### config.mk
export PLATFORM = sky130hd
export DESIGN_NAME = vpdi_ctrl
export DESIGN_NICKNAME = d
export VERILOG_FILES = /design/src/sv/vpdi_pkg.sv /design/src/sv/vpdi_ctrl.sv
export SDC_FILE = /design/constraint.sdc
export NUM_CORES = 1
export LEC_CHECK = 0
export BUFFER_PORTS_ARGS = -buffer_cell sky130_fd_sc_hd__buf_2
export CORE_AREA = 3 3 40 42
export CTS_BUF_LIST = sky130_fd_sc_hd__clkbuf_4 sky130_fd_sc_hd__clkbuf_8
export CTS_CLUSTER_SIZE = 10
export DETAILED_ROUTE_END_ITERATION = 16
export DIE_AREA = 0 0 43 45
export MAX_ROUTING_LAYER = met4
export PLACE_DENSITY = 0.3
export SLEW_MARGIN = 30
export SYNTH_ARGS = -nofsm -noshare
export SYNTH_HDL_FRONTEND = slang
export SYNTH_SLANG_ARGS = --single-unit
export TNS_END_PERCENT = 50
### constraint.sdc
create_clock -name clock -period 1.3 [get_ports clock]
set_clock_uncertainty 0.15 [all_clocks]
set_input_delay 0.065 -clock clock [delete_from_list [all_inputs] [get_ports clock]]
set_output_delay 0.065 -clock clock [all_outputs]
set_load 0.01 [all_outputs]
### src/sv/vpdi_pkg.sv
// ----------------------------------------------------------------------------
// vpdi_pkg
// Shared types, constants and the vertex packing function of the vertex
// dedup indexer.
// ----------------------------------------------------------------------------
package vpdi_pkg;

   // store geometry
   localparam int VERTEX_CAPACITY = 16384;
   localparam int ADDR_W          = $clog2(VERTEX_CAPACITY);
   localparam int COUNT_W         = $clog2(VERTEX_CAPACITY + 1);
   localparam int INDEX_W         = 16;
   localparam int WORD_W          = 32;
   localparam int KEY_LSB         = 5;
   localparam int KEY_W           = WORD_W - KEY_LSB;

   // input field widths
   localparam int POS_W = 5;
   localparam int TEX_W = 4;

   // opcodes
   typedef enum logic {
      OP_ADD   = 1'b0,
      OP_CLEAR = 1'b1
   } opcode_type;

   // controller states
   typedef enum logic [1:0] {
      ST_IDLE,
      ST_LOOKUP,
      ST_COMPARE
   } state_type;

   // controller to datapath commands
   typedef struct packed {
      logic latch_req;
      logic clear_store;
      logic scan_next;
      logic rsp_hit;
      logic rsp_miss;
   } ctl_cmd_type;

   // datapath to controller status
   typedef struct packed {
      logic scan_end;
      logic match;
   } dp_status_type;

   // pack one vertex: x 31..27, y 26..22, z 21..17, u 16..13, v 12..9, light 8..5
   function automatic logic [WORD_W-1:0] pack_word(
      input logic [POS_W-1:0] x,
      input logic [POS_W-1:0] y,
      input logic [POS_W-1:0] z,
      input logic [TEX_W-1:0] u,
      input logic [TEX_W-1:0] v,
      input logic [TEX_W-1:0] light
   );
      return {x, y, z, u, v, light, {KEY_LSB{1'b0}}};
   endfunction

endpackage

### src/sv/vpdi_ctrl.sv
// ----------------------------------------------------------------------------
// vpdi_ctrl
// Controller of the vertex dedup indexer: sequences the linear store search.
// ----------------------------------------------------------------------------
module vpdi_ctrl (
   input  logic                   clock,
   input  logic                   reset,
   input  logic                   start,
   input  logic                   req_opcode,
   input  vpdi_pkg::dp_status_type status,
   output vpdi_pkg::ctl_cmd_type   cmd,
   output logic                   busy
);
   import vpdi_pkg::*;

   state_type state_ff;
   state_type state_in;

   // hold state
   always_ff @(posedge clock) begin
      if (reset) begin
         state_ff <= ST_IDLE;
      end else begin
         state_ff <= state_in;
      end
   end

   // next state and commands
   always_comb begin
      state_in = state_ff;
      cmd      = '0;
      unique case (state_ff)
         ST_IDLE: begin
            if (start) begin
               if (opcode_type'(req_opcode) == OP_CLEAR) begin
                  cmd.clear_store = 1'b1;
               end else begin
                  cmd.latch_req = 1'b1;
                  state_in      = ST_LOOKUP;
               end
            end
         end
         ST_LOOKUP: begin
            if (status.scan_end) begin
               cmd.rsp_miss = 1'b1;
               state_in     = ST_IDLE;
            end else begin
               state_in = ST_COMPARE;
            end
         end
         ST_COMPARE: begin
            if (status.match) begin
               cmd.rsp_hit = 1'b1;
               state_in    = ST_IDLE;
            end else begin
               cmd.scan_next = 1'b1;
               state_in      = ST_LOOKUP;
            end
         end
         default: begin
            state_in = ST_IDLE;
         end
      endcase
   end

   assign busy = (state_ff != ST_IDLE);

endmodule

==> summary by stage <==
Job
Max-cap violations in this run came to 0.

Power
In this run the static leakage power is 0.147 nW. The total power divided by cell area is 824 nW/um2. The maximum vdd drop is 0.429 mV.

Worst hold path
The path class of the tightest hold or removal check is input port to flip-flop.

Timing
The shortest period the worst path allows is 1.29 ns. The max-slew violation count is 0. Setup repair after global routing could not meet its margin everywhere. The count of final hold-check violations is 0. For the pin with the worst max-slew slack, the measured transition is 0.217 ns. Based on the critical path, the design can be clocked at up to 0.775 GHz. The post-layout worst setup margin is 0.0102 ns. Of the available clock period, the critical path in the final layout requires 99.2%.

Headroom to the max-slew limit came out at 85.3%. The number of endpoints failing setup at the final stage is 0.

Clocking
The clock drives 2 sinks. The number of H-tree branching levels is 1. The number of buffers on the longest clock path is 2. The later-pin clock latency in the skew report is 0.22 ns. TritonCTS created 3 clock buffers.

After clock tree synthesis, the clock-pin slew on the worst setup and hold paths is 0.03 ns. The cell at the root of the clock tree is sky130_fd_sc_hd__clkbuf_4. TritonCTS built the clock tree.

Place
The global placer's final weighted congestion is 0.740. Timing analysis after detailed placement gives a worst setup slack of 0.111 ns. The number of input and output port buffers inserted is 11.

Critical path
Data arrives at the worst endpoint at 1.07 ns. In this design, the largest share of critical-path delay is due to simple AND/OR/NAND/NOR gates. The element type at the critical path end is an output pin. The worst register-to-register path begins at state_ff[1]$_SDFFE_PP0P_. Walking the worst path, the cells encountered are or2_4 -> nor3b_2 -> buf_2. The end point of the critical path is cmd[4]. For the worst setup path, the data required time is 1.09 ns.

In this run the worst path has a maximum fanout of 5. The reg2reg setup slack is 0.14 ns. Together, buffers and inverters on the worst path number 1. The endpoint identified for the worst register-to-register timing path is state_ff[0]$_SDFFE_PP0P_. The worst register-to-register path has a depth of 2. The launch point of the critical path is state_ff[1]$_SDFFE_PP0P_. The category of the most critical setup path is flip-flop to output pin. STA classifies the critical path startpoint as a flip-flop. The library cell contributing the largest single delay on the critical path is sky130_fd_sc_hd__dfxtp_4. Counting buffers and inverters, the worst setup path is 3 cells deep. The delay contributed by the slowest stage of the critical path is 0.34 ns.

Cells and area
The most flop-heavy register is state_ff. The count of nets after finishing is 40. Relative to the synthesized area, the layout overhead comes to 130%. The number of diodes is 0. Fill cells in the final layout number 146. Cells fill 23.6% of the core in the end. The register with the most flip-flops in the layout has 2 of them. Cells with a size suffix above 1 make up 78.1% of the layout. The largest registers in the layout are state_ff (2).

Route
The average wire per cell in the routed design is 9.17 um. After the first detailed-routing iteration, the DRC count stood at 1. The via count is 174. After detailed routing, the number of remaining DRC violations is 0.

The per-cell via count in the routed design is 3.70. The total wire length after detailed routing is 431 um. The count of antenna-violating nets left after detailed routing is 0. The first TritonRoute pass finished after 2 iterations.

Yosys
Sequential cells were found to cover 30.5% of the synthesized design area. The number of nets handed over by synthesis was 18. After technology mapping, the gate count stands at 12. Synthesis inferred 2 register bits. The synthesized netlist occupies a cell area of 131 um2.

After synthesis, the mean cell area works out to 10.9 um2. The number of different library cells used by synthesis comes to 9. For this run, the number of Yosys warnings is 0.

Floorplan
The count of boundary I/O pins is 12. Row generation in the floorplan step produced 13 rows. The area of the die is 1940 um2. The initial standard-cell utilization of the core is 10.2%. The chip width is 43 um. The placeable core region is 1280 um2. In this run the vertical extent of the chip is 45 um.

Global routing
The largest net degree at the start of global routing is 7. The number of antenna violations at the first check in global routing came to 0. The first global-routing pass estimated 696 um of wire. The remaining global-route overflow is 0.

The number of global-route vias before repair is 167. Global routing used 6.25% of the available tracks.

Status
The flow ran to the end, and the final reports show no timing, DRC or antenna violations.
[worst min-delay path by stage]
| stage | to | slack [ns] | startpoint | cells past startpoint |
|---|---|---|---|---|
| 2_1_floorplan | state_ff[0]$_SDFFE_PP0P_ | -0.02 | reset | 1 |
| 3_3_place_gp | state_ff[1]$_SDFFE_PP0P_ | 0.09 | status[1] | 2 |
| 3_5_place_dp | state_ff[1]$_SDFFE_PP0P_ | 0.1 | status[1] | 2 |
| 4_1_cts | state_ff[0]$_SDFFE_PP0P_ | 0.008 | req_opcode | 3 |
| 5_1_grt | state_ff[0]$_SDFFE_PP0P_ | 0.02 | req_opcode | 3 |
| 6_report | state_ff[0]$_SDFFE_PP0P_ | 0.01 | req_opcode | 3 |
[stage by stage]
stage          total power, W  cell area (um2)  instances  setup TNS (ns)  hold WS (ns)
3_5_place_dp         0.000102              213         39               0        0.0981
5_1_grt              0.000273              303         47         -0.0813        0.0228
2_1_floorplan       0.0000819              131         12               0       -0.0204
3_3_place_gp         0.000101              213         39               0        0.0903
6_report             0.000249              303         47               0        0.0145
4_1_cts              0.000252              292         47               0       0.00820
[power by group]
part           internal (W)  switching (W)  leakage, nW   total, W
clock network      0.000102      0.0000348       0.0138   0.000137
registers         0.0000622     0.00000145       0.0171  0.0000636
logic             0.0000307      0.0000185        0.116  0.0000492
total              0.000195      0.0000548        0.147   0.000249
[routing by layer]
layer  track usage (%)  part of all wire [%]
met1              5.28                    46
met2              6.89                    31
met3              7.57                    20
met4              5.42                   2.6
met5                 -                     0
[final cells by class]
cell class                 count  area, um2  area share (%)
timing repair buffer          17        114            37.6
multi-input combinational     10        104            34.3
tap                           15       18.8            6.20
clock buffer                   3       22.5            7.44
sequential                     2       43.8            14.5
[logic make-up after synthesis]
logic type      Yosys count  share of synthesized area (%)
flops                     2                           30.5
compound gates            1                           9.52
simple gates              9                           60.0
[cell usage after synthesis (all sizes together)]
cell / n / area (um2)
nor3b: 2 / 15.0
or2: 1 / 6.26
or2b: 1 / 7.51
and3b: 2 / 20.0
dfxtp: 2 / 40.0
a211oi: 1 / 12.5
and4bb: 1 / 12.5
or3b: 1 / 8.76
nor4b: 1 / 8.76
[placed cells by master (no fill, tap or decap), drive strengths merged]
cell type and instances:
a211oi 1, and3b 2, and4bb 1, buf 14
clkbuf 3, dfxtp 2, dlygate4sd3 3, nor3b 2
nor4b 1, or2 1, or2b 1, or3b 1
[worst register-to-register path: stages (launching register included)]
cell and delay [ns]:
sky130_fd_sc_hd__dfxtp_4 0.34, sky130_fd_sc_hd__or3b_1 0.38, sky130_fd_sc_hd__a211oi_2 0.21
[repair_timing]
item | CTS | global route
pin swaps | 0 | 0
endpoints found under the hold margin | 2 | 0
setup endpoints to repair | 1 | 3
buffers inserted | 2 | 0
resized for setup | 4 | 2
hold buffers | 3 | 0
No activity file was read; power rests on OpenSTA's default activity.
